==> config.mk <==
export PLATFORM = sky130hd
export DESIGN_NAME = rgb_gamma_scale_normalize_core
export DESIGN_NICKNAME = d
export VERILOG_FILES = /design/src/rtl/rgsn_pkg.sv /design/src/rtl/rgsn_max_stage.sv /design/src/rtl/rgsn_mul_stage.sv /design/src/rtl/rgsn_sel_stage.sv /design/src/rtl/rgsn_div_step.sv /design/src/rtl/rgb_gamma_scale_normalize_core.sv
export SDC_FILE = /design/constraint.sdc
export NUM_CORES = 2
export LEC_CHECK = 0
export ABC_AREA = 1
export BUFFER_PORTS_ARGS = -buffer_cell sky130_fd_sc_hd__buf_2
export CAP_MARGIN = 20
export CORE_ASPECT_RATIO = 0.6
export CORE_MARGIN = 2
export CORE_UTILIZATION = 45
export DETAILED_ROUTE_END_ITERATION = 6
export GPL_ROUTABILITY_DRIVEN = 1
export PLACE_DENSITY = 0.61
export SYNTH_ARGS = -nofsm -noshare
export SYNTH_HDL_FRONTEND = slang
export SYNTH_HIERARCHICAL = 1
export SYNTH_SLANG_ARGS = --single-unit
export TNS_END_PERCENT = 5
==> constraint.sdc <==
create_clock -name clk -period 21.5 [get_ports clk]
set_input_delay 1.075 -clock clk [delete_from_list [all_inputs] [get_ports clk]]
set_output_delay 1.075 -clock clk [all_outputs]
set_load 0.1 [all_outputs]
==> src/rtl/rgsn_pkg.sv <==
// ----------------------------------------------------------------------------
// rgsn_pkg
// Shared types and constants of the pixel gain / overflow normalize pipeline.
// ----------------------------------------------------------------------------
package rgsn_pkg;

    localparam int FRAC_W = 12;
    localparam int CH_N   = 3;
    localparam int PIX_W  = 8;
    localparam int PROD_W = 24;
    localparam int REM_W  = 16;
    localparam int CFG_W  = 16;
    localparam int QBITS  = 8;

    localparam logic [PROD_W-1:0] OVER_LIM = PROD_W'(255) << FRAC_W;
    localparam logic [2:0]        CH_MIN   = 3'd3;
    localparam logic [2:0]        CH_RST   = 3'd4;
    localparam logic [CFG_W-1:0]  GAIN_RST = 16'h1000;

    localparam logic REG_GAIN = 1'b0;
    localparam logic REG_CHAN = 1'b1;

    typedef logic [CH_N-1:0][PIX_W-1:0]  rgsn_pix_t;
    typedef logic [CH_N-1:0][PROD_W-1:0] rgsn_prod_t;
    typedef logic [CH_N-1:0][REM_W-1:0]  rgsn_rem_t;

    // after max stage
    typedef struct packed {
        rgsn_pix_t        c;
        logic [PIX_W-1:0] mx;
        logic [PIX_W-1:0] a;
        logic             last;
        logic             pass;
    } rgsn_max_t;

    // after multiply stage
    typedef struct packed {
        rgsn_pix_t         c;
        rgsn_prod_t        pc;
        rgsn_rem_t         c255;
        logic [PROD_W-1:0] pm;
        logic [PIX_W-1:0]  mx;
        logic [PIX_W-1:0]  a;
        logic              last;
        logic              pass;
    } rgsn_mul_t;

    // through the divider steps
    typedef struct packed {
        rgsn_pix_t        res;
        rgsn_rem_t        rem;
        rgsn_pix_t        q;
        logic [PIX_W-1:0] mx;
        logic [PIX_W-1:0] a;
        logic             last;
        logic             sel_div;
    } rgsn_div_t;

endpackage

==> src/rtl/rgsn_max_stage.sv <==
// ----------------------------------------------------------------------------
// rgsn_max_stage
// Registers the pixel with its largest color channel and the bypass flag.
// ----------------------------------------------------------------------------
module rgsn_max_stage (
    input  logic                     clk,
    input  logic                     rst_n,
    input  logic                     en,
    input  logic                     in_valid,
    input  rgsn_pkg::rgsn_pix_t      c_in,
    input  logic [rgsn_pkg::PIX_W-1:0] a_in,
    input  logic                     last_in,
    input  logic [2:0]               chan_cnt,
    output logic                     out_valid,
    output rgsn_pkg::rgsn_max_t      out_data
);
    import rgsn_pkg::*;

    logic       valid_reg;
    rgsn_max_t  data_reg;
    rgsn_max_t  data_next;
    logic [PIX_W-1:0] m01;

    always_comb
    begin
        m01            = (c_in[1] > c_in[0]) ? c_in[1] : c_in[0];
        data_next.c    = c_in;
        data_next.mx   = (c_in[2] > m01) ? c_in[2] : m01;
        data_next.a    = a_in;
        data_next.last = last_in;
        data_next.pass = (chan_cnt < CH_MIN);
    end

    always_ff @(posedge clk or negedge rst_n)
    begin
        if (!rst_n)
        begin
            valid_reg <= 1'b0;
        end
        else if (en)
        begin
            valid_reg <= in_valid;
        end
    end

    always_ff @(posedge clk)
    begin
        if (en)
        begin
            data_reg <= data_next;
        end
    end

    assign out_valid = valid_reg;
    assign out_data  = data_reg;

endmodule

==> src/rtl/rgsn_mul_stage.sv <==
// ----------------------------------------------------------------------------
// rgsn_mul_stage
// Gain products of the three channels and of the maximum, plus c*255.
// ----------------------------------------------------------------------------
module rgsn_mul_stage (
    input  logic                       clk,
    input  logic                       rst_n,
    input  logic                       en,
    input  logic                       in_valid,
    input  rgsn_pkg::rgsn_max_t        in_data,
    input  logic [rgsn_pkg::CFG_W-1:0] gain,
    output logic                       out_valid,
    output rgsn_pkg::rgsn_mul_t        out_data
);
    import rgsn_pkg::*;

    logic       valid_reg;
    rgsn_mul_t  data_reg;
    rgsn_mul_t  data_next;

    always_comb
    begin
        data_next.c    = in_data.c;
        data_next.mx   = in_data.mx;
        data_next.a    = in_data.a;
        data_next.last = in_data.last;
        data_next.pass = in_data.pass;
        data_next.pm   = PROD_W'(in_data.mx) * PROD_W'(gain);
        for (int i = 0; i < CH_N; i++)
        begin
            data_next.pc[i]   = PROD_W'(in_data.c[i]) * PROD_W'(gain);
            data_next.c255[i] = {in_data.c[i], 8'h00} - REM_W'(in_data.c[i]);
        end
    end

    always_ff @(posedge clk or negedge rst_n)
    begin
        if (!rst_n)
        begin
            valid_reg <= 1'b0;
        end
        else if (en)
        begin
            valid_reg <= in_valid;
        end
    end

    always_ff @(posedge clk)
    begin
        if (en)
        begin
            data_reg <= data_next;
        end
    end

    assign out_valid = valid_reg;
    assign out_data  = data_reg;

endmodule

==> src/rtl/rgsn_sel_stage.sv <==
// ----------------------------------------------------------------------------
// rgsn_sel_stage
// Overflow decision, scaled result for the in-range case, divider setup.
// ----------------------------------------------------------------------------
module rgsn_sel_stage (
    input  logic                clk,
    input  logic                rst_n,
    input  logic                en,
    input  logic                in_valid,
    input  rgsn_pkg::rgsn_mul_t in_data,
    output logic                out_valid,
    output rgsn_pkg::rgsn_div_t out_data
);
    import rgsn_pkg::*;

    logic       valid_reg;
    rgsn_div_t  data_reg;
    rgsn_div_t  data_next;

    always_comb
    begin
        data_next.mx      = in_data.mx;
        data_next.a       = in_data.a;
        data_next.last    = in_data.last;
        data_next.sel_div = !in_data.pass && (in_data.pm > OVER_LIM);
        data_next.q       = '0;
        data_next.rem     = in_data.c255;
        for (int i = 0; i < CH_N; i++)
        begin
            data_next.res[i] = in_data.pass ? in_data.c[i]
                                            : in_data.pc[i][FRAC_W +: PIX_W];
        end
    end

    always_ff @(posedge clk or negedge rst_n)
    begin
        if (!rst_n)
        begin
            valid_reg <= 1'b0;
        end
        else if (en)
        begin
            valid_reg <= in_valid;
        end
    end

    always_ff @(posedge clk)
    begin
        if (en)
        begin
            data_reg <= data_next;
        end
    end

    assign out_valid = valid_reg;
    assign out_data  = data_reg;

    assert property (@(posedge clk) disable iff (!rst_n)
        valid_reg && data_reg.sel_div |-> data_reg.mx != '0)
        else $error("overflow path with zero maximum");

    assert property (@(posedge clk) disable iff (!rst_n)
        valid_reg && !data_reg.sel_div && data_reg.mx == '0 |-> data_reg.res == '0)
        else $error("black pixel not black");

    assert property (@(posedge clk) disable iff (!rst_n)
        valid_reg && data_reg.sel_div |-> data_reg.rem[0] <= {data_reg.mx, 8'h00})
        else $error("dividend out of quotient range");

endmodule

==> src/rtl/rgsn_div_step.sv <==
// ----------------------------------------------------------------------------
// rgsn_div_step
// One restoring-division step: resolves quotient bit SHIFT on all channels.
// ----------------------------------------------------------------------------
module rgsn_div_step #(
    parameter int SHIFT = 7
) (
    input  logic                clk,
    input  logic                rst_n,
    input  logic                en,
    input  logic                in_valid,
    input  rgsn_pkg::rgsn_div_t in_data,
    output logic                out_valid,
    output rgsn_pkg::rgsn_div_t out_data
);
    import rgsn_pkg::*;

    logic             valid_reg;
    rgsn_div_t        data_reg;
    rgsn_div_t        data_next;
    logic [REM_W-1:0] dsh;

    always_comb
    begin
        dsh       = REM_W'(in_data.mx) << SHIFT;
        data_next = in_data;
        for (int i = 0; i < CH_N; i++)
        begin
            if (in_data.rem[i] >= dsh)
            begin
                data_next.rem[i]      = in_data.rem[i] - dsh;
                data_next.q[i][SHIFT] = 1'b1;
            end
        end
    end

    always_ff @(posedge clk or negedge rst_n)
    begin
        if (!rst_n)
        begin
            valid_reg <= 1'b0;
        end
        else if (en)
        begin
            valid_reg <= in_valid;
        end
    end

    always_ff @(posedge clk)
    begin
        if (en)
        begin
            data_reg <= data_next;
        end
    end

    assign out_valid = valid_reg;
    assign out_data  = data_reg;

endmodule

==> src/rtl/rgb_gamma_scale_normalize_core.sv <==
// ----------------------------------------------------------------------------
// rgb_gamma_scale_normalize_core
// Pixel gain with overflow normalize, 12-stage pipeline.
//
//   channel   signals                                   handshake
//   pixel in  red_in green_in blue_in alpha_in last_in  in_valid / in_ready
//   pixel out red_out green_out blue_out alpha_out ...  out_valid / out_ready
//   config    cfg_wr_en cfg_addr cfg_wdata              write enable, no wait
//
// One pixel per cycle unless out_ready stalls; stages: max, multiply,
// select, eight restoring-division steps for c*255/max, output register.
// Stall ripples back through a per-stage ready chain; a bubble stage always
// accepts, so nothing is lost or repeated.
// Reset clears stage valids and loads gain 1.0 and channel count 4.
// ----------------------------------------------------------------------------
module rgb_gamma_scale_normalize_core (
    input  logic                       clk,
    input  logic                       rst_n,
    input  logic                       cfg_wr_en,
    input  logic                       cfg_addr,
    input  logic [rgsn_pkg::CFG_W-1:0] cfg_wdata,
    input  logic                       in_valid,
    output logic                       in_ready,
    input  logic [7:0]                 red_in,
    input  logic [7:0]                 green_in,
    input  logic [7:0]                 blue_in,
    input  logic [7:0]                 alpha_in,
    input  logic                       last_in,
    output logic                       out_valid,
    input  logic                       out_ready,
    output logic [7:0]                 red_out,
    output logic [7:0]                 green_out,
    output logic [7:0]                 blue_out,
    output logic [7:0]                 alpha_out,
    output logic                       last_out
);
    import rgsn_pkg::*;

    logic [CFG_W-1:0] gain_reg;
    logic [2:0]       chan_reg;

    logic        v1, v2;
    rgsn_max_t   d1;
    rgsn_mul_t   d2;
    logic        en1, en2;

    logic        dv [QBITS+1];
    rgsn_div_t   dd [QBITS+1];
    logic        den [QBITS+2];

    logic        out_valid_reg;
    rgsn_pix_t   col_reg;
    rgsn_pix_t   col_next;
    logic [7:0]  alpha_reg;
    logic        last_reg;
    rgsn_pix_t   c_in;

    always_ff @(posedge clk or negedge rst_n)
    begin
        if (!rst_n)
        begin
            gain_reg <= GAIN_RST;
            chan_reg <= CH_RST;
        end
        else if (cfg_wr_en)
        begin
            unique case (cfg_addr)
                REG_GAIN: gain_reg <= cfg_wdata;
                REG_CHAN: chan_reg <= cfg_wdata[2:0];
                default:  gain_reg <= gain_reg;
            endcase
        end
    end

    assign c_in = {blue_in, green_in, red_in};

    assign den[QBITS+1] = !out_valid_reg || out_ready;
    assign en2          = !v2 || den[0];
    assign en1          = !v1 || en2;
    assign in_ready     = en1;

    rgsn_max_stage u_max (
        .clk       (clk),
        .rst_n     (rst_n),
        .en        (en1),
        .in_valid  (in_valid),
        .c_in      (c_in),
        .a_in      (alpha_in),
        .last_in   (last_in),
        .chan_cnt  (chan_reg),
        .out_valid (v1),
        .out_data  (d1)
    );

    rgsn_mul_stage u_mul (
        .clk       (clk),
        .rst_n     (rst_n),
        .en        (en2),
        .in_valid  (v1),
        .in_data   (d1),
        .gain      (gain_reg),
        .out_valid (v2),
        .out_data  (d2)
    );

    rgsn_sel_stage u_sel (
        .clk       (clk),
        .rst_n     (rst_n),
        .en        (den[0]),
        .in_valid  (v2),
        .in_data   (d2),
        .out_valid (dv[0]),
        .out_data  (dd[0])
    );

    for (genvar j = 0; j <= QBITS; j++)
    begin : g_en
        assign den[j] = !dv[j] || den[j+1];
    end

    for (genvar j = 1; j <= QBITS; j++)
    begin : g_div
        rgsn_div_step #(.SHIFT(QBITS - j)) u_step (
            .clk       (clk),
            .rst_n     (rst_n),
            .en        (den[j]),
            .in_valid  (dv[j-1]),
            .in_data   (dd[j-1]),
            .out_valid (dv[j]),
            .out_data  (dd[j])
        );
    end

    assign col_next = dd[QBITS].sel_div ? dd[QBITS].q : dd[QBITS].res;

    always_ff @(posedge clk or negedge rst_n)
    begin
        if (!rst_n)
        begin
            out_valid_reg <= 1'b0;
        end
        else if (den[QBITS+1])
        begin
            out_valid_reg <= dv[QBITS];
        end
    end

    always_ff @(posedge clk)
    begin
        if (den[QBITS+1])
        begin
            col_reg   <= col_next;
            alpha_reg <= dd[QBITS].a;
            last_reg  <= dd[QBITS].last;
        end
    end

    assign out_valid = out_valid_reg;
    assign red_out   = col_reg[0];
    assign green_out = col_reg[1];
    assign blue_out  = col_reg[2];
    assign alpha_out = alpha_reg;
    assign last_out  = last_reg;

    assert property (@(posedge clk) disable iff (!rst_n)
        !out_valid_reg |-> in_ready)
        else $error("empty pipeline refuses input");

    assert property (@(posedge clk) disable iff (!rst_n)
        dv[QBITS] && dd[QBITS].sel_div |->
            dd[QBITS].rem[0] < REM_W'(dd[QBITS].mx) &&
            dd[QBITS].rem[1] < REM_W'(dd[QBITS].mx) &&
            dd[QBITS].rem[2] < REM_W'(dd[QBITS].mx))
        else $error("division remainder not below divisor");

    assert property (@(posedge clk) disable iff (!rst_n)
        out_valid_reg && !out_ready |=> $stable(col_reg) && $stable(last_reg))
        else $error("stalled result changed");

endmodule
==> impl_metrics.env <==
export IMPL_htree_levels=3
export IMPL_drc=0
export IMPL_crit_slowest_cell="buf_2"
export IMPL_hold_buffers=0
export IMPL_routed_wl_um=168000
export IMPL_crit_type="in -> out"
export IMPL_post_cts_setup_buffer_count=0
export IMPL_die_w_um=523
export IMPL_grt_pass1_vias=47300
export IMPL_grt_pass1_wl_um=265000
export IMPL_synthCells=7650
export IMPL_synth_area_sq_um=72800
export IMPL_leakage_nw=39.2
export IMPL_syn_area_per_cell_sq_um=9.51
export IMPL_r2r_cells=18
export IMPL_fin_total_pwr_w=0.0132
export IMPL_area_growth_syn_to_layout_pct=8.62
export IMPL_start_kind="input pin"
export IMPL_combPwrFrac=0.543
export IMPL_drt_iter0_drc=4421
export IMPL_root_buffer="clkbuf_16"
export IMPL_vias=48900
export IMPL_outcome="completed"
export IMPL_cts_tree="built"
export IMPL_clkTransAtPathRegs_ps=60
export IMPL_rsz0062_at_grt="no"
export IMPL_period_needed_ps=4750
export IMPL_largest_reg_flops=856
export IMPL_drtAntennaViolNets=0
export IMPL_fin_skew_ps=39.1
export IMPL_fin_crit_sh=0.221
export IMPL_min_from="g_div[3].u_step/out_data[39]"
export IMPL_drt_first_pass_iters=6
export IMPL_gr_total_overflow=0
export IMPL_antenna_found_initial=15
export IMPL_drv_slew=0
export IMPL_cp_arrival_ps=3680
export IMPL_tightest_slew_ps=1060
export IMPL_die_height_um=316
export IMPL_clock_fmax_ghz=0.210
export IMPL_crit_path_end_kind="output port"
export IMPL_crit_fanout=51
export IMPL_pwr_share_seq=0.303
export IMPL_row_count=114
export IMPL_initial_core_util=0.453
export IMPL_min_to="g_div[4].u_step/out_data[39]"
export IMPL_cts_resized=0
export IMPL_reg2reg_slack_ps=16780
export IMPL_hp_class="reg -> reg"
export IMPL_worstPathCellList="buf_2 > inv_1 > nand4_4 > buf_4 > nor3_4 > nand4_4 > nor2_4 > nand4_1 > buf_4 > buf_2"
export IMPL_clock_sinks=1187
export IMPL_gp_congestion=0.917
export IMPL_fin_util=0.492
export IMPL_worstSkewPairLatency_ps=740
export IMPL_yosysWarnings=6
export IMPL_cp_required_ps=20430
export IMPL_rr_startpoint="u_max/out_data[12]"
export IMPL_cts_buffers=109
export IMPL_cap_viol_max_count=0
export IMPL_register_area_sq_um=35500
export IMPL_slew_headroom=0.293
export IMPL_nFillCells=14700
export IMPL_die_area_sq_um=165000
export IMPL_avgRoutedWirePerCell_um=16.8
export IMPL_rr_endpoint="u_mul/out_data[37]"
export IMPL_drive_above_1_share=0.0996
export IMPL_multi_input_area_sq_um=30100
export IMPL_grt_total_usage=0.206
export IMPL_p_int_w=0.00718
export IMPL_dp_hpwl_um=126000
export IMPL_layout_nets=8504
export IMPL_setup_violations=0
export IMPL_io_pins=90
export IMPL_setup_tns_ps=0
export IMPL_pwr_share_clk=0.154
export IMPL_holdPathStages=0
export IMPL_cpPeakStageDelay_ps=400
export IMPL_via_per_inst=4.89
export IMPL_switching_share=0.455
export IMPL_hold_violations=0
export IMPL_grt_start_max_net_pins=81
export IMPL_io_buffers=89
export IMPL_clockBufferDepth=3
export IMPL_peakVddDrop_uv=143
export IMPL_core_area_sq_um=161000
export IMPL_p_per_area_nw_per_um2=167
export IMPL_power_switching_w=0.00600
==> routing by layer <==
layer | vias to the layer above | part of all wire | global-route usage
li1 | 24000 | - | -
met1 | 23100 | 0.50 | 0.323
met2 | 1558 | 0.41 | 0.294
met3 | 209 | 0.078 | 0.0414
met4 | 2 | 0.019 | 0.0431
met5 | - | 0.000048 | 0
==> critical path: cells and delay by family <==
kind                   cells  cell delay, ps
buffers and inverters      5            1270
and+or+nand+nor            5            1270
==> worst max-delay path by stage <==
stage | from | to | slack, ps | depth (start not counted)
6_report | out_ready | in_ready | 16750 | 10
5_1_grt | u_max/out_data[36] | u_mul/out_data[156] | 16480 | 16
4_1_cts | out_ready | in_ready | 16650 | 10
3_5_place_dp | out_ready | u_mul/out_data[37] | 16620 | 9
3_3_place_gp | out_ready | u_mul/out_data[20] | 16720 | 9
2_1_floorplan | out_valid | u_mul/out_valid | 12200 | 6
==> power by group through the flow <==
stage / logic, W / clock network, W / registers [W]
floorplan: 0.00541 / 0 / 0.00396
global placement: 0.00697 / 0 / 0.00404
detailed placement: 0.00706 / 0 / 0.00405
CTS: 0.00711 / 0.00208 / 0.00400
global route: 0.00818 / 0.00217 / 0.00407
finish: 0.00716 / 0.00202 / 0.00400
==> final cells by class <==
type / count / share of cell area
inverters: 1673 / 0.0797
diodes: 4 / 0.000127
clock buffers: 127 / 0.0355
multi-input cells: 4649 / 0.381
clock inverters: 75 / 0.0115
repair buffers: 121 / 0.00893
flip-flops and latches: 1187 / 0.449
well taps: 2146 / 0.0340
==> cell usage in the layout (no fill, tap or decap), types with 38 or more instances in the layout <==
| master | n |
|---|---|
| ha_1 | 354 |
| nor2_1 | 384 |
| fa_1 | 354 |
| xor2_1 | 71 |
| nand2_2 | 127 |
| mux2_2 | 48 |
| nand4_1 | 62 |
| buf_2 | 89 |
| o21ai_0 | 50 |
| nor2_2 | 43 |
| inv_2 | 52 |
| edfxtp_1 | 1156 |
| nand2_1 | 2293 |
| nand3_2 | 38 |
| a21oi_1 | 118 |
| inv_1 | 1606 |
| clkbuf_16 | 109 |
| nand3_1 | 359 |
==> through the flow <==
step | hold WS, ps | setup slack [ps] | instances | cell area, sq um
floorplan | 400 | 12200 | 7673 | 72900
global route | 417 | 16480 | 9979 | 79000
global placement | 400 | 16720 | 9775 | 75300
detailed placement | 405 | 16620 | 9775 | 75300
CTS | 409 | 16650 | 9977 | 79000
finish | 408 | 16750 | 9982 | 79000
No activity file was read; power rests on OpenSTA's default activity.
